File: src/hw/rtl/lzwe_ram.sv
`timescale 1ns / 1ps
// Simple dual-port RAM: one write port, one read port with registered data.
module lzwe_ram #(
  parameter int WIDTH = 8,
  parameter int DEPTH = 256,
  localparam int AW = $clog2(DEPTH)
) (
  input  logic             clk,
  input  logic             we,
  input  logic [AW-1:0]    waddr,
  input  logic [WIDTH-1:0] wdata,
  input  logic [AW-1:0]    raddr,
  output logic [WIDTH-1:0] rdata
);

  logic [WIDTH-1:0] mem [DEPTH];

  always_ff @(posedge clk) begin
    if (we) begin
      mem[waddr] <= wdata;
    end
    rdata <= mem[raddr];
  end

endmodule

File: config.mk
export PLATFORM = sky130hd
export DESIGN_NAME = lzwe_ram
export DESIGN_NICKNAME = d
export VERILOG_FILES = /design/src/hw/rtl/lzwe_ram.sv
export SDC_FILE = /design/constraint.sdc
export NUM_CORES = 2
export LEC_CHECK = 0
export ABC_AREA = 1
export BUFFER_PORTS_ARGS = -buffer_cell sky130_fd_sc_hd__buf_4
export CORE_ASPECT_RATIO = 1.4
export CORE_MARGIN = 2
export CORE_UTILIZATION = 55
export DETAILED_ROUTE_END_ITERATION = 8
export PLACE_DENSITY = 0.71
export SYNTH_ARGS = -nofsm -noshare
export SYNTH_HDL_FRONTEND = slang
export SYNTH_SLANG_ARGS = --single-unit
File: constraint.sdc
create_clock -name clk -period 6.15 [get_ports clk]
set_clock_uncertainty 0.15 [all_clocks]
set_input_delay 1.23 -clock clk [delete_from_list [all_inputs] [get_ports clk]]
set_output_delay 1.23 -clock clk [all_outputs]
set_load 0.005 [all_outputs]
# Word level (Yosys, flattened, before mapping)
# Memory sizes are Yosys's and may differ from the RTL's. A register that Yosys moved wholly into a read port is not among the register bits.
# Cells that the tools add are included.
[op_classes] mux=2
[ops] cell="$mux 1" count=2
[totals] regBits=0 mem_bits_rw=2048 output_inout_bits=8 wordCells=3 n_memories=1
[memory_table] memory="mem" depth=256 width=8 rd=1 rd_ports_with_merged_regs=1 wr=1 line_no="16" rtl="logic [WIDTH-1:0] mem [DEPTH];"

# Longest topological paths before layout
[logic_depth] ltp_word=2 depth_mapped=15

# Worst setup path before layout
# Ideal clock, no wire load.
[synth_path] kind="input to register" startpoint="input port we" endpoint="memory mem[162][0] (enable)" t_arrival_ps=2351 t_required_ps=5630 setup_slack_ps=3279 stages=4 cell_sequence="clkbuf_1 -> nand3_1 -> clkbuf_1 -> nor2_1"
[synth_between] elab_chain_len=2
[synth_lines] element="from (decl)" line_no="9" rtl="input logic we,"
[synth_lines] element="$mux 1" line_no="19" rtl="if (we) begin"
[synth_lines] element="$mux 1 (implied by the code)" line_no="20" rtl="mem[waddr] <= wdata;"
[synth_lines] element="to (decl)" line_no="16"
# No other way between the ends.

==> results.md <==
- Number of synthesized flops with an enable pin: 2048
- Synthesized flop and latch total: 2056
- Cells on worst reg2reg path: 10
- Site Rows: 169
- Drt drc: 0
- Logic gate share of total power: 6.1%
- Area contributors post-synth: edfxtp_1, nand3_1, nand2_1
- P per Cell Area: 315 nW/um^2
- Leading area contributor after synthesis: edfxtp_1
- Syn Area/Cell: 11.9 sq um
- Syn_nets: around 7000
- GR Overflow Total: 0
- Clock tree sinks: 2056
- CTS HTree Levels: 4
- RePlAce Congestion: 0.908
- Primary FF master, synth: edfxtp_1
- Hpwl dp: about 130000 um
- Int Pwr: around 22 mW
- Least-Margin Pin Slew: 1200 ps
- Total track usage: 28.7%
- Crit path required time: roughly 6700 ps
- Leak Pwr: 31.2 nW
- Sw power: 6.38 mW
- Worst setup EP type: flop
- Initial antenna violation count: 4
- Most common cell in the netlist: nand2_1
- 1st-pass router iterations: 6
- Worst-Skew Late Latency: 830 ps
- Max-slew violations: 0
- Die area: 155000 sq um
- Initial detailed-routing violation count: roughly 7000
- Post-Syn Instances: 7003
- YS warnings: 0
- I/O pin count: 34
- # setup viols final: 0
- Peak Freq: 251 MHz
- Top cell type's share of synthesized area: 73.7%
- Synth cell count leaders: nand2_1, edfxtp_1, nand3_1, nor2_1, buf_2
- Wirelength per Cell: around 25 um
- Post-synthesis async set-or-reset flop share: 0%
- Min-Delay Path Depth: 3
- CP arrival: 4540 ps
- Critical setup path kind: primary input to flop
- Layout cell share with drive strength beyond 1: 5.60%
- Die X: ~330 um
- Peak supply drop: 0.333 mV
- Setup TNS: 0 ps
- Max Cap Viol: 0
- Clock-pin slew on the worst setup and hold paths: 60 ps
- Detail Route Antenna Nets: 0
- First-pass GRT wire length: ~330000 um
- CTS tree: built
- CTS root buf: clkbuf_16
- Vias in the first global route: about 52000
- Synth Cell Area: 83400 sq um
- Final wirelength: 224000 um
- Hold crit path type: primary input to flop
- Fin crit period: 3980 ps
- Post-CTS Setup Inserts: 0
- Die height: 465 um
- Startpoint Class: primary input
- Seq/Total Area, Yosys: between 70% and 80%
- Clk pwr share: 39.8%
- Layout Nets: roughly 6800
- Num CTS Buffers: 178
- Total Power Consumption: 28.6 mW
- Final hold vios: 0
- Final WS setup: about 2200 ps
- Final worst path period share: 64.7%
- Post-layout util: 60.1%
- CTS-repair resized insts: 0
- Clock buffer depth: 3
- Core area: 151000 sq um
- Post-synth cell types: 14
- Initial Utilization: 55.2%
- Pre-CTS setup slack: 1600 ps
- Status: complete, no violations
- IO Port Bufs: 33
- DR vias/cell: approximately 6.1
- RSZ-0062 raised after global routing: false
- Pin count of the biggest net entering global routing: between 200 and 250
- CTS Hold Bufs: 0
- Vias: 54743
- Max FO, Critical Path: 232
- Power share of the sequential group: 54.1%
- Switching share of power: between 20% and 30%
- Area Growth Syn to Fin: 8.77%
- Slew Limit Headroom: 20.2%
-- kinds of logic (layout without fill, tap and decap cells) --
family	count (synthesis)	count (layout)	share of synthesized area [%]
AND/OR/NAND/NOR	4425	4425	22.9
flip-flops	2056	2056	73.9
buffers and inverters	522	485	3.12
other	0	5	0
-- routing by layer --
| metal | vias up | global-route usage [%] | part of all wire, % |
|---|---|---|---|
| met5 | - | 0 | 0.0063 |
| met1 | 26639 | 36.6 | 36 |
| met4 | 2 | 15.3 | 5.9 |
| li1 | 24465 | - | - |
| met3 | 589 | 4.60 | 9.3 |
| met2 | 3048 | 47.5 | 49 |
-- worst max-delay path, cell delays in order --
cell	delay (ps)
buf_8	550
inv_16	370
buf_12	500
buf_4	310
nand2_1	110
nand3_1	80
nand3_1	90
nand3_1	90
nand3_1	150
nand3_1	180
nand3_1	170
nand2_1	70
nand2_1	70
nand2_1	50
-- flip-flops by register name, indices dropped and copies added (netlist names) --
name / cells
rdata: 8
mem: 2048
-- final timing paths --
check	startpoint	slack (ps)	endpoint
worst max-delay path	raddr[0]	2170	rdata[2]$_DFF_P_
worst min-delay path	raddr[7]	590	rdata[4]$_DFF_P_
worst max register to register	mem[97][2]$_DFFE_PP_	3900	rdata[2]$_DFF_P_
worst min register to register	mem[40][1]$_DFFE_PP_	800	rdata[1]$_DFF_P_
-- power by group through the flow --
stage               sequential [mW]  clock [mW]  combinational [mW]
detailed placement             15.8           0                1.71
floorplan                      15.8           0               0.953
global route                   15.5        11.9                1.86
CTS                            15.5        11.4                1.72
finish                         15.5        11.4                1.74
global placement               15.8           0                1.68
-- stage by stage --
step           hold WS [ps]  instances  instance area, sq um
2_1_floorplan           685       7003                 83400
3_3_place_gp            783       8608                 84800
3_5_place_dp            782       8608                 84800
6_report                587       8937                 90700
5_1_grt                 558       8933                 90700
4_1_cts                 531       8932                 90700
-- cell usage in the layout, fill, tap and decap left out, drive strengths merged --
cell	synthesis	routed
nand3	2019	2019
diode	0	5
buf	371	122
clkinv	0	70
dfxtp	8	8
clkinvlp	0	11
nand2	2123	2123
edfxtp	2048	2048
clkbuf	112	217
bufinv	0	20
nor2	283	283
inv	39	45
-- area by class of cell --
class | instances | area, sq um
fillers | 11697 | 60300
clock buffers | 217 | 4750
diodes | 5 | 12.5
flip-flops and latches | 2056 | 61700
inverters | 39 | 180
repair buffers | 122 | 1370
clock inverters | 107 | 1140
multi-input cells | 4425 | 19100
well taps | 1966 | 2460
Note: power is estimated with default switching activity, not from simulation.
