===== src/hw/rtl/lzwe_pkg.sv =====
`timescale 1ns / 1ps
package lzwe_pkg;

  // Default geometry: 12-bit codes, 8192 hash slots (a power of two).
  localparam int DEF_CODE_BITS  = 12;
  localparam int DEF_HASH_SLOTS = 8192;

  // Codes 0 to 255 stand for the single bytes; the first added entry is 256.
  localparam int SINGLE_CODES = 256;
  localparam int BYTE_W       = 8;

  // The entry limit register.
  localparam int                    ENTRY_LIMIT_W     = 13;
  localparam logic [ENTRY_LIMIT_W-1:0] ENTRY_LIMIT_RESET = 13'd4095;

  // Multiplicative hash: key * golden-ratio constant, then XOR in the product shifted right by HASH_SHIFT.
  localparam int          HASH_W     = 32;
  localparam logic [31:0] HASH_MULT  = 32'd2654435761;
  localparam int          HASH_SHIFT = 15;

endpackage


===== src/hw/rtl/lzwe_hash.sv =====
`timescale 1ns / 1ps
// Home slot of a dictionary key. The product is registered, so the slot
// address is valid in the cycle after the key.
module lzwe_hash import lzwe_pkg::*; #(
  parameter int CODE_BITS  = DEF_CODE_BITS,
  parameter int HASH_SLOTS = DEF_HASH_SLOTS,
  localparam int KEY_W = CODE_BITS + BYTE_W,
  localparam int AW    = $clog2(HASH_SLOTS)
) (
  input  logic             clk,
  input  logic [KEY_W-1:0] key,
  output logic [AW-1:0]    slot
);

  logic [HASH_W-1:0] product;
  logic [HASH_W-1:0] folded;

  always_ff @(posedge clk) begin
    product <= HASH_W'(HASH_W'(key) * HASH_MULT);
  end

  assign folded = product ^ (product >> HASH_SHIFT);
  assign slot   = folded[AW-1:0];

endmodule


===== config.mk =====
export PLATFORM = sky130hd
export DESIGN_NAME = lzwe_hash
export DESIGN_NICKNAME = d
export VERILOG_FILES = /design/src/hw/rtl/lzwe_pkg.sv /design/src/hw/rtl/lzwe_hash.sv
export SDC_FILE = /design/constraint.sdc
export NUM_CORES = 1
export LEC_CHECK = 0
export BUFFER_PORTS_ARGS = -buffer_cell sky130_fd_sc_hd__buf_4
export CAP_MARGIN = 40
export CORE_MARGIN = 1
export CORE_UTILIZATION = 65
export CTS_BUF_LIST = sky130_fd_sc_hd__clkbuf_8
export DETAILED_ROUTE_END_ITERATION = 12
export GPL_TIMING_DRIVEN = 0
export PLACE_DENSITY = 0.84
export SLEW_MARGIN = 20
export SYNTH_ARGS = -nofsm -noshare
export SYNTH_HDL_FRONTEND = slang
export SYNTH_SLANG_ARGS = --single-unit
export TNS_END_PERCENT = 10

===== constraint.sdc =====
create_clock -name clk -period 7 [get_ports clk]
set_clock_uncertainty 0.05 [all_clocks]
set_input_delay 1.05 -clock clk [delete_from_list [all_inputs] [get_ports clk]]
set_output_delay 1.05 -clock clk [all_outputs]
set_load 0.005 [all_outputs]

; ---- Yosys cells after proc, flatten, opt, wreduce, memory -nomap -nowiden
; Cells that the tools add are included.
[op_classes]
div = 0
bitwise = 1
mul = 1
magnitude_cmp = 0
n_shift = 0
eq_ne = 0
addsub = 0
reduce_logical = 0
mux = 0
[op_table]
columns = cell, n
row1 = 20-bit by 32-bit multiplier with 28-bit output (second input constant), 1
row2 = 13-bit XOR, 1
[word_totals]
mem_bits_ro = 0
reg_bits = 28
latch_bits = 0
n_memories = 0
out_inout_bits = 13
ram_bits = 0

; ---- Depth between registers and ports, before layout
[logic_depth]
ltp_word = 1
mapped_depth = 22
ltp_nobuf = 22

; ---- Worst setup path before layout
; Ideal clock, no wire load.
[synth_path]
path_type = in2reg
startpoint = input key[5]
endpoint = register product[27]
required_time_ns = 6.878
setup_ns = 0.072
arrival_ns = 5.976
slack_ns = 0.902
path_stages = 17
path_cell_list = inv_1 > fa_1 > fa_1 > fa_1 > inv_1 > fa_1 > fa_1 > fa_1 > fa_1 > ha_1 > a21oi_1 > o21bai_1 > a21oi_1 > o21bai_1 > a2111o_1 > o221ai_1 > xnor2_1
[synth_between]
elab_chain_len = 1
[synth_lines]
columns = element, line
row1 = "start, declared", lzwe_hash.sv:11  ; input logic [KEY_W-1:0] key,
row2 = 20-bit by 32-bit multiplier with 28-bit output, lzwe_hash.sv:19  ; product <= HASH_W'(HASH_W'(key) * HASH_MULT);
row3 = "end signal, assigned", lzwe_hash.sv:19
row4 = "end, declared", lzwe_hash.sv:15  ; logic [HASH_W-1:0] product;
; No other way between the ends.

; ---- Worst setup path after layout
[layout_path]
startpoint = input key[5]
endpoint = register product[23]
; Same word-level chain as after synthesis.

==> flow_metrics.py <==
metrics = {
    "cells_and_area": {
        "finalNonFillerCells": 781,
        "layout.nets": 925,
        "regArea_um2": 520,
        "utilization": 0.734,
        "top_register": "product",
        "antennaDiodeCount": 0,
        "largest_register_ff_count": 26,
        "n_fill_cell": 647,
        "reg.largest.list": "product x26",
        "syn_to_final_growth_pct": 7.47,
        "multiInputGateArea_um2": 5210,
        "drive_above_1_share": 0.0782,
    },
    "sta": {
        "finalHoldViolations": 0,
        "fin_ws_ns": 0.474,
        "setup_viol": 0,
        "tns_ns": 0,
        "relSlewSlack": 0.571,
        "min_period_ns": 6.53,
        "worst_pin_slew_ns": 0.643,
        "slew_violations": 0,
        "maxClockFrequency_ghz": 0.153,
        "grt_setup_unrepaired": "false",
        "finalCritPeriodShare": 0.932,
    },
    "place": {
        "dp.cells": 777,
        "portBuffers": 33,
        "post-place-ws_ns": 0.192,
        "hpwl_um": 12600,
        "place_congestion": 0.923,
    },
    "synth": {
        "avgSynthCellArea_um2": 10.5,
        "syn_area_um2": 6430,
        "synth_cells": 615,
        "yosysSeqAreaShare": 0.0809,
        "ys_ff_latch": 26,
        "synth_fp_nets": 887,
        "ys_types": 40,
        "ys_warn_count": 0,
    },
    "global_route": {
        "grt_max_degree": 16,
        "gr-total-overflow": 0,
        "grt_usage": 0.304,
        "antenna_found_initial": 0,
        "grt_pass1_wl_um": 23300,
        "grt_pass1_vias": 4841,
    },
    "clock_network": {
        "post-cts-setup-buffers": 0,
        "cts_sinks": 26,
        "cts_resized": 0,
        "cts_tree": "done",
        "hold_buffers": 0,
        "htree_levels": 1,
        "root_buffer": "clkbuf_8",
        "cts.clk_slew.worst_paths_ns": 0.09,
        "cts_buffer_depth": 2,
        "cts_buffers": 3,
    },
    "critical_path": {
        "cp-startpoint": "key[5]",
        "cp.required_ns": 7.12,
        "cp_max_fo": 7,
        "worst_setup_path_end_kind": "flip-flop",
        "crit_type": "in -> reg",
        "startpoint_type": "input port",
        "crit_path_end": "product[23]",
        "cp.arrival_ns": 6.64,
    },
    "routing": {
        "wl_um": 14000,
        "via_per_inst": 5.46,
        "drc": 0,
        "vias": 4267,
        "wl_per_cell_um": 17.9,
        "drt_first_pass_iters": 4,
        "antenna_left": 0,
        "drt_iter0_markers": 177,
    },
    "floorplan": {
        "die_y_um": 101,
        "core-area_um2": 9420,
        "die_x_um": 101,
        "start_util": 0.683,
        "rows": 35,
        "io_pins": 34,
        "dieArea_um2": 10300,
    },
    "run_status": {
        "run_status": "finished clean",
    },
    "min_path": {
        "min_from": "key[3]",
        "hold_path.class": "in -> reg",
    },
    "job": {
        "maxCapViolations": 0,
    },
}
worst max-delay path, cell delays in order:
cell and delay (ns):
buf_4 0.16, inv_1 0.08, fa_1 0.55, inv_1 0.08, ha_1 0.28, inv_1 0.05
fa_1 0.50, inv_1 0.06, fa_1 0.57, fa_1 0.43, fa_1 0.49, inv_1 0.05
fa_1 0.47, inv_1 0.04, ha_1 0.40, a21oi_1 0.25, nand2_1 0.12, o31ai_4 0.38
o21ai_0 0.24, o311ai_1 0.36
area by class of cell:
cell class | instances | area share
Timing Repair Buffer | 33 | 0.0358
Clock inverter | 1 | 0.00434
Inverter | 188 | 0.102
Multi-Input combinational cell | 401 | 0.753
Sequential cell | 26 | 0.0753
Tap cell | 129 | 0.0233
Clock buffer | 3 | 0.00597
layer usage:
| layer | vias up | GRT usage | share of wire |
|---|---|---|---|
| li1 | 1949 | - | - |
| met1 | 2162 | 0.383 | 0.39 |
| met2 | 126 | 0.549 | 0.52 |
| met3 | 30 | 0.0428 | 0.064 |
| met4 | 0 | 0.0836 | 0.024 |
| met5 | - | 0 | 0 |
worst min path at each step:
stage	to	slack, ns	cells after the start
floorplan	product[0]	1.03	0
global placement	product[3]	1.18	1
detailed placement	product[3]	1.18	1
CTS	product[3]	0.89	1
global route	product[3]	0.89	1
finish	product[3]	0.89	1
kinds of logic after synthesis:
kind of cell | synth area share
adder cells (fa/ha/maj) | 0.634
buffers and inverters | 0.110
XOR/XNOR | 0.0817
AO/OA/AOI/OAI | 0.0601
AND/OR/NAND/NOR | 0.0321
flip-flops | 0.0809
multiplexers | 0.00156
synth_stat cells (all sizes together):
master | n | share of area
inv | 188 | 0.11
ha | 126 | 0.25
fa | 125 | 0.39
xnor2 | 34 | 0.046
dfxtp | 26 | 0.081
xor2 | 26 | 0.035
a21oi | 20 | 0.016
a21o | 8 | 0.0095
o21ai | 8 | 0.0068
nand2 | 7 | 0.0041
nor2 | 6 | 0.0039
o21bai | 5 | 0.0076
and3 | 3 | 0.0037
nand2b | 3 | 0.0029
nand4 | 3 | 0.0029
nor3 | 3 | 0.0023
or2 | 3 | 0.0029
or3 | 3 | 0.0029
a2111o | 2 | 0.0035
a211oi | 2 | 0.0031
nor2b | 2 | 0.0019
o221ai | 2 | 0.0037
a2111oi | 1 | 0.0014
a211o | 1 | 0.0014
a31oi | 1 | 0.00097
a32oi | 1 | 0.0014
and2 | 1 | 0.00097
and3b | 1 | 0.0016
mux2i | 1 | 0.0016
nor4 | 1 | 0.0019
o311ai | 1 | 0.0014
o31ai | 1 | 0.0033
per-stage QoR:
step | hold slack [ns] | cell area, µm²
4_1_cts | 0.887 | 6910
5_1_grt | 0.887 | 6910
2_1_floorplan | 1.03 | 6430
3_3_place_gp | 1.18 | 6840
3_5_place_dp | 1.18 | 6840
6_report | 0.886 | 6910
cell usage in the layout, fill, tap and decap left out, types with 4 or more instances in the layout:
cell	instances
a21o_1	7
a21oi_1	19
buf_4	33
dfxtp_1	26
fa_1	125
ha_1	126
inv_1	188
nand2_1	7
nor2_1	5
o21ai_0	7
o21bai_1	4
xnor2_1	34
xor2_1	26
Power is not shown: default switching activity piles up to over one toggle a cycle in this logic, so the estimate is an artifact.
