### config.mk
export PLATFORM = sky130hd
export DESIGN_NAME = lzwe_out_fifo
export DESIGN_NICKNAME = d
export VERILOG_FILES = /design/src/hw/rtl/lzwe_out_fifo.sv
export SDC_FILE = /design/constraint.sdc
export NUM_CORES = 1
export LEC_CHECK = 0
export BUFFER_PORTS_ARGS = -buffer_cell sky130_fd_sc_hd__buf_2
export CORE_MARGIN = 8
export CORE_UTILIZATION = 45
export DETAILED_ROUTE_END_ITERATION = 16
export GPL_TIMING_DRIVEN = 0
export HOLD_SLACK_MARGIN = 0.03
export PLACE_DENSITY = 0.74
export SLEW_MARGIN = 20
export SYNTH_ARGS = -nofsm -noshare
export SYNTH_HDL_FRONTEND = slang
export SYNTH_SLANG_ARGS = --single-unit
### constraint.sdc
create_clock -name clk -period 1.26 [get_ports clk]
set_input_delay 0.252 -clock clk [delete_from_list [all_inputs] [get_ports clk]]
set_output_delay 0.252 -clock clk [all_outputs]
set_load 0.02 [all_outputs]
### src/hw/rtl/lzwe_out_fifo.sv
`timescale 1ns / 1ps
// Two-entry result queue that decouples the sequencer from the code sink.
module lzwe_out_fifo #(
  parameter int WIDTH = 13
) (
  input  logic             clk,
  input  logic             rst,
  input  logic             push,
  input  logic [WIDTH-1:0] push_data,
  output logic             space,
  output logic             pop_valid,
  input  logic             pop_ready,
  output logic [WIDTH-1:0] pop_data
);

  logic [WIDTH-1:0] slots [2];
  logic             wr_ptr;
  logic             rd_ptr;
  logic [1:0]       count;
  logic             pop;

  assign space     = (count != 2'd2);
  assign pop_valid = (count != 2'd0);
  assign pop_data  = slots[rd_ptr];
  assign pop       = pop_valid && pop_ready;

  always_ff @(posedge clk) begin
    if (push) begin
      slots[wr_ptr] <= push_data;
    end
  end

  always_ff @(posedge clk) begin
    if (rst) begin
      wr_ptr <= 1'b0;
      rd_ptr <= 1'b0;
      count  <= 2'd0;
    end else begin
      if (push) begin
        wr_ptr <= ~wr_ptr;
      end
      if (pop) begin
        rd_ptr <= ~rd_ptr;
      end
      count <= count + 2'(push) - 2'(pop);
    end
  end

endmodule

Word-level counts from Yosys, hierarchy flattened
Memory sizes are Yosys's and may differ from the RTL's. A register that Yosys moved wholly into a read port is not among the register bits. Cells that the tools add are included.

Memory bits (writable): 26. Flip-flop bits (word level): 4. Output and inout port bits: 15. Input bits: 17. Memories kept: 1. Logic and storage cells: 15.

Memory list: slots (depth 2, width 13, read ports 1, clocked after memory_dff 1, write ports 1, RTL line 16) `logic [WIDTH-1:0] slots [2];`.

Muxes and demuxes: 4. Reduce and logical (&&, ||, !) cells: 2. Add/sub/neg operators: 2. Bitwise gates (word level): 2. Eq/ne operators: 1.

Operators by type and width (count): two-way mux 1 bit (4); adder 2 x 1 -> 2 bit (1); inequality test 2 bit, second input constant (1); NOT 1 bit (2); nonzero test 2 bit (1); subtractor 2 x 1 -> 2 bit (1); logical AND 1 bit (1).

Logic depth before layout (Yosys ltp)
Gate-level depths: netlist of the first run.

Depth after elaboration: 4. Gate-level depth with buffers: 6. Gate-level depth less buffers: 6.

Worst setup path before layout of the first run
No wires, ideal clock.

Path type: reg-to-reg. From: reg wr_ptr. To: mem slots[0][0] (enable). Stages on the path, launching flop included: 2. Setup time: 0.384 ns. Path slack: -0.057 ns. Data arrival time: 0.933 ns. Period minus slack after synthesis: 1.317 ns. Path buffers: 0. Data required time: 0.876 ns. Path through: dfxtp_1 nor2b_1.

RTL lines: from (decl) (RTL line 17) `logic wr_ptr;`; from (signal assigned) (RTL line 40) `wr_ptr <= ~wr_ptr;`; to (decl) (RTL line 16).

Straight into the memory's write port.

==> results of run 1 <==
[final cells by class]
type / count / area, um2 / area share
plain buffers: 1 / 15.0 / 0.00886
clock buffers: 8 / 48.8 / 0.0288
flip-flops and latches: 31 / 890 / 0.525
multi-input cells: 29 / 378 / 0.223
well taps: 30 / 37.5 / 0.0221
repair buffers: 37 / 319 / 0.188
inverters: 2 / 7.51 / 0.00443
[state kept, by name, summed over array words and instances, names as in the netlist, named ones only]
name / cells
wr_ptr: 1
slots: 26
count: 2
rd_ptr: 1
[layer usage]
metal  vias up  wire (um)  part of all wire
li1        321          -                 -
met1       324        891              0.40
met2        23       1120              0.51
met3         5        156             0.071
met4         0         44             0.020
met5         -          0                 0
[metrics by stage]
| step | power, mW | TNS [ps] | area (um2) | utilization |
|---|---|---|---|---|
| 2_1_floorplan | 1.93 | -28.8 | 1210 | - |
| 3_3_place_gp | 2.13 | -3890 | 1400 | 0.567 |
| 3_5_place_dp | 2.17 | -4000 | 1400 | 0.567 |
| 4_1_cts | 2.92 | -4150 | 1540 | 0.622 |
| 5_1_grt | 3.34 | -4480 | 1700 | 0.684 |
| 6_report | 3.18 | -3700 | 1700 | 0.684 |
[worst register-to-register path: stages (launching register included)]
cell     delay (ps)
dfxtp_4         370
o21a_4          210
ha_4            230
inv_2            60
ha_4            120
xnor3_1         200
nor2_1          100
[worst paths after layout]
| check | from | endpoint | slack [ps] | depth (start not counted) |
|---|---|---|---|---|
| max | register | pop_data[8] | -290 | 3 |
| min | push_data[1] | slots[0][1] | 110 | 1 |
| max reg2reg | count[1] | count[1] | -90 | 6 |
| min reg2reg | wr_ptr | wr_ptr | 610 | 2 |
[power breakdown]
| part | switching, mW | internal (mW) | leakage (nW) |
|---|---|---|---|
| clock | 0.309 | 0.222 | 0.0265 |
| sequential | 0.0752 | 1.24 | 0.287 |
| combinational | 0.534 | 0.799 | 0.375 |
| total | 0.919 | 2.26 | 0.689 |
[cell usage in the layout, fill, tap and decap left out]
master     instances
edfxtp_1          26
buf_6             17
buf_2             16
mux2_4            14
clkbuf_4           5
nor2_1             3
clkbuf_1           3
buf_4              3
nor2b_1            2
ha_4               2
dfxtp_4            2
dfxtp_1            2
o21a_4             1
inv_2              1
inv_1              1
buf_8              1
and2_2             1
nand2_2            1
nor2b_4            1
or2_4              1
xnor2_1            1
mux2_1             1
xnor3_1            1
clkbuf_16          1
dfxtp_2            1
[cells by family after synthesis]
kind of cell,Yosys count
flip-flops,31
adder cells (fa/ha/maj),2
multiplexers,15
buffers and inverters,3
AND/OR/NAND/NOR,9
AO/OA/AOI/OAI,1
XOR/XNOR,2
[what timing repair did]
item / 4_1_cts / 5_1_grt
setup buffers: 3 / 2
gates resized for setup: 22 / 34
pin swaps: 1 / 0
hold buffers: 0 / 0
setup endpoints to repair: 43 / 17
cloned: 0 / 1
==> impl_metrics.env, run 1 <==
export IMPL_required_ps=1010
export IMPL_maxSlewViolCount=0
export IMPL_ys_types=15
export IMPL_synth_adder_area_share=0.0212
export IMPL_finalHoldViolCount=0
export IMPL_grt_pass1_vias=764
export IMPL_worst_slew_pin_slew_ps=384
export IMPL_crit_arrival_ps=1300
export IMPL_synth_cells=63
export IMPL_grt_max_degree=14
export IMPL_ys_top_cells_by_count="26 x edfxtp_1, 13 x mux2_2, 5 x dfxtp_1"
export IMPL_post_place_cells=124
export IMPL_power_leakage_nw=0.689
export IMPL_drt_iter0_drc=16
export IMPL_synth_most_common_cell="edfxtp_1"
export IMPL_failed_checks="setup timing"
export IMPL_coreArea_um2=2480
export IMPL_hold_ws_ps=109
export IMPL_synthSimpleGateAreaFrac=0.0392
export IMPL_die_y_um=67.3
export IMPL_synth_edf_count=26
export IMPL_die_w_um=67.3
export IMPL_antenna_found_initial=0
export IMPL_io_pins=32
export IMPL_totalWireLength_mm=2.21
export IMPL_cts_tree="built"
export IMPL_initial_utilization=0.477
export IMPL_syn_area_um2=1180
export IMPL_power_density_nw_per_um2=1880
export IMPL_drc=0
export IMPL_grt_setup_unrepaired="true"
export IMPL_num_antenna_cells=0
export IMPL_die_area_um2=4520
export IMPL_rows=18
export IMPL_use_met2=0.166
export IMPL_hold_class="primary input to register"
export IMPL_gp_routability_congestion=0.714
export IMPL_synth_area_leaders="edfxtp_1 66%, mux2_2 12%, dfxtp_1 8.5%"
export IMPL_start_kind="register"
export IMPL_globalRouteTotalUtil=0.103
export IMPL_critPathBufInv=2
export IMPL_htree_levels=2
export IMPL_synth_top_area_cell="edfxtp_1"
export IMPL_status="finished, violations left"
export IMPL_top_usage_layer="met2"
export IMPL_synth_fp_nets=82
export IMPL_area_growth_pct=43.4
export IMPL_path_cells="clkbuf_16, mux2_4, buf_6"
export IMPL_finalNonFillerCells=138
export IMPL_end_kind="primary output"
export IMPL_synth_top_area_share=0.660
export IMPL_dr_pass1_iters=2
export IMPL_synth_warnings=0
export IMPL_worstSetupPathType="register to primary output"
export IMPL_cts_root_buf="clkbuf_4"
export IMPL_ir_worst_vdd_mv=1.21
export IMPL_finalCritPeriodShare=1.23
export IMPL_worst_path_dominant_cell_family="flip-flops"
export IMPL_dp_slack_ps=-148
export IMPL_grt_ovfl_total=0
export IMPL_synth_yosys_seq_area_share=0.745
export IMPL_clk_pin_slew_ps=90
export IMPL_dp_final_hpwl_mm=1.43
export IMPL_synthArstFlopShare=0
export IMPL_synth_compound_area_share=0.0127
export IMPL_clk_latency_ps=320
export IMPL_gr_usage_met3=0.0447
export IMPL_num_vias=673
export IMPL_finalWorstSetupSlack_ps=-292
export IMPL_skew_ps=7.49
export IMPL_io_buffers=31
export IMPL_setup_violations=16
export IMPL_routedWlPerCell_um=16.0
export IMPL_antenna_left=0
export IMPL_relSlewSlack=0.743
export IMPL_fillCellCount=181
export IMPL_synthMuxAreaShare=0.143
export IMPL_path_max_fanout=5
export IMPL_avgSynthCellArea_um2=18.8
export IMPL_cap_viol_max_count=0
export IMPL_timing_fmax_mhz=644
export IMPL_clk_path_buf_depth=2
export IMPL_grt_util_met1=0.105
export IMPL_cts_sinks=31
export IMPL_cp_slowest_stage_delay_ps=390
export IMPL_nNetsFinal=126
export IMPL_final_layout_size_suffix_gt1_frac=0.630
export IMPL_grt_pass1_wl_mm=3.35
export IMPL_finalCriticalPeriod_ps=1550
export IMPL_viasPerCell=4.88
export IMPL_cpMaxStageDelayCell="dfxtp_4"
export IMPL_synth_xor_area_share=0.0265
export IMPL_ys_seq_elements=31
export IMPL_synth_flop_cell="edfxtp_1"
export IMPL_synth_top_family_by_area="multiplexers"
export IMPL_numCtsBuffers=5
No activity file was read; power rests on OpenSTA's default activity.
==> inputs of run 2 (changes only) <==
--- a/config.mk
+++ b/config.mk
@@ -8,10 +8,12 @@
 export BUFFER_PORTS_ARGS = -buffer_cell sky130_fd_sc_hd__buf_2
 export CORE_MARGIN = 8
 export CORE_UTILIZATION = 45
+export CTS_CLUSTER_DIAMETER = 60
 export DETAILED_ROUTE_END_ITERATION = 16
 export GPL_TIMING_DRIVEN = 0
 export HOLD_SLACK_MARGIN = 0.03
-export PLACE_DENSITY = 0.74
+export PLACE_DENSITY = 0.76
+export RECOVER_POWER = 50
 export SLEW_MARGIN = 20
 export SYNTH_ARGS = -nofsm -noshare
 export SYNTH_HDL_FRONTEND = slang
==> impl_metrics.env, run 2 (same netlist as run 1, synthesis figures left out) <==
export IMPL_nNetsFinal=124
export IMPL_num_vias=671
export IMPL_io_buffers=31
export IMPL_num_antenna_cells=0
export IMPL_timing_fmax_mhz=650
export IMPL_power_density_nw_per_um2=1860
export IMPL_reg2reg_from="count[0]"
export IMPL_final_util=0.672
export IMPL_grt_ovfl_total=0
export IMPL_clk_latency_ps=320
export IMPL_grt_max_degree=14
export IMPL_clk_pin_slew_ps=90
export IMPL_drc=0
export IMPL_htree_levels=2
export IMPL_largest_register="slots"
export IMPL_r2r_setup_slack_ps=-60
export IMPL_reg2reg_depth=6
export IMPL_antenna_found_initial=0
export IMPL_coreArea_um2=2480
export IMPL_dp_final_hpwl_mm=1.42
export IMPL_start_kind="register"
export IMPL_relSlewSlack=0.737
export IMPL_tns_ps=-3550
export IMPL_maxSlewViolCount=0
export IMPL_final_common_cell="edfxtp_1"
export IMPL_crit_arrival_ps=1290
export IMPL_clk_path_buf_depth=2
export IMPL_grt_pass1_vias=720
export IMPL_path_cells="clkbuf_16, mux2_4, buf_6"
export IMPL_totalWireLength_mm=2.20
export IMPL_skew_ps=4.94
export IMPL_io_pins=32
export IMPL_finalNonFillerCells=136
export IMPL_worstSetupPathType="register to primary output"
export IMPL_worst_slew_pin_slew_ps=394
export IMPL_required_ps=1010
export IMPL_viasPerCell=4.93
export IMPL_die_w_um=67.3
export IMPL_finalCritPeriodShare=1.22
export IMPL_largest_reg_flops=26
export IMPL_hold_class="primary input to register"
export IMPL_cts_hold_buf=0
export IMPL_end_kind="primary output"
export IMPL_cp_slowest_stage_delay_ps=390
export IMPL_post_place_cells=124
export IMPL_hold_end="slots[0][4]"
export IMPL_failed_checks="setup timing"
export IMPL_finalWorstSetupSlack_ps=-279
export IMPL_antenna_left=0
export IMPL_drt_iter0_drc=13
export IMPL_gp_routability_congestion=0.716
export IMPL_cpMaxStageDelayCell="dfxtp_4"
export IMPL_ir_worst_vdd_mv=1.25
export IMPL_finalCriticalPeriod_ps=1540
export IMPL_routedWlPerCell_um=16.2
export IMPL_grt_setup_unrepaired="true"
export IMPL_cts_tree="built"
export IMPL_finalHoldViolCount=0
export IMPL_die_y_um=67.3
export IMPL_numCtsBuffers=5
export IMPL_critPathBufInv=2
export IMPL_fin_total_pwr_mw=3.09
export IMPL_fin_area_um2=1670
export IMPL_layout_common_cells="26 x edfxtp_1, 15 x buf_6, 13 x mux2_4"
export IMPL_final_layout_size_suffix_gt1_frac=0.575
export IMPL_power_leakage_nw=0.664
export IMPL_cts_root_buf="clkbuf_4"
export IMPL_initial_utilization=0.477
export IMPL_reg_top3="slots (26), count (2)"
export IMPL_setup_violations=16
export IMPL_dr_pass1_iters=4
export IMPL_cap_viol_max_count=0
export IMPL_rr_endpoint="count[1]"
export IMPL_worst_path_dominant_cell_family="flip-flops"
export IMPL_min_path_cells=1
export IMPL_area_growth_pct=40.8
export IMPL_grt_pass1_wl_mm=3.26
export IMPL_dpl_cell_area_um2=1400
export IMPL_globalRouteTotalUtil=0.100
export IMPL_die_area_um2=4520
export IMPL_rows=18
export IMPL_holdCritStartpoint="push_data[4]"
export IMPL_cts_sinks=31
export IMPL_path_max_fanout=5
export IMPL_status="finished, violations left"
[run 2: cell type report]
cell class / count / area, um2
clock buffers: 8 / 48.8
multi-input cells: 29 / 379
plain buffers: 1 / 15.0
repair buffers: 35 / 288
well taps: 30 / 37.5
fillers: 200 / 812
flip-flops and latches: 31 / 890
inverters: 2 / 7.51
[run 2: metal layers]
metal	routed length [um]	up-vias	global-route usage	part of all wire
li1	-	318	-	-
met1	837	323	0.0939	0.38
met2	1150	25	0.164	0.52
met3	174	5	0.0513	0.079
met4	38	0	0.0783	0.017
met5	0	-	0	0
[run 2: repair_timing]
action	CTS	global route
gates cloned	0	1
gates resized for setup	18	35
pin swaps	1	0
buffers inserted	3	0
setup endpoints to repair	42	17
[run 2: power breakdown]
group	total (mW)	leakage, nW	internal [mW]	switching [mW]
registers	1.32	0.287	1.24	0.0719
logic	1.25	0.350	0.745	0.508
clock network	0.527	0.0265	0.222	0.304
[run 2: worst register-to-register path: cells and delay by family (launching register included)]
kind	cells	cell delay (ps)
AO/OA/AOI/OAI	1	220
flip-flops	1	340
XOR/XNOR	1	190
AND/OR/NAND/NOR	1	40
buffers and inverters	1	40
adder cells (fa/ha/maj)	2	400
[run 2: per-stage QoR]
| step | hold WS (ps) | setup WS, ps |
|---|---|---|
| after floorplan | 317 | -28.8 |
| after global placement | 440 | -124 |
| after detailed placement | 443 | -161 |
| after CTS | 93.2 | -324 |
| after global routing | 90.7 | -337 |
| final | 114 | -279 |
[run 2: how the worst max path moves through the flow]
stage | start | endpoint | slack (ps) | depth (start not counted)
4_1_cts | register | pop_data[5] | -320 | 3
2_1_floorplan | count[1] | count[1] | -30 | 6
3_5_place_dp | push | slots[0][6] | -160 | 2
6_report | register | pop_data[3] | -280 | 3
3_3_place_gp | push | slots[0][11] | -120 | 2
5_1_grt | register | pop_data[6] | -340 | 3
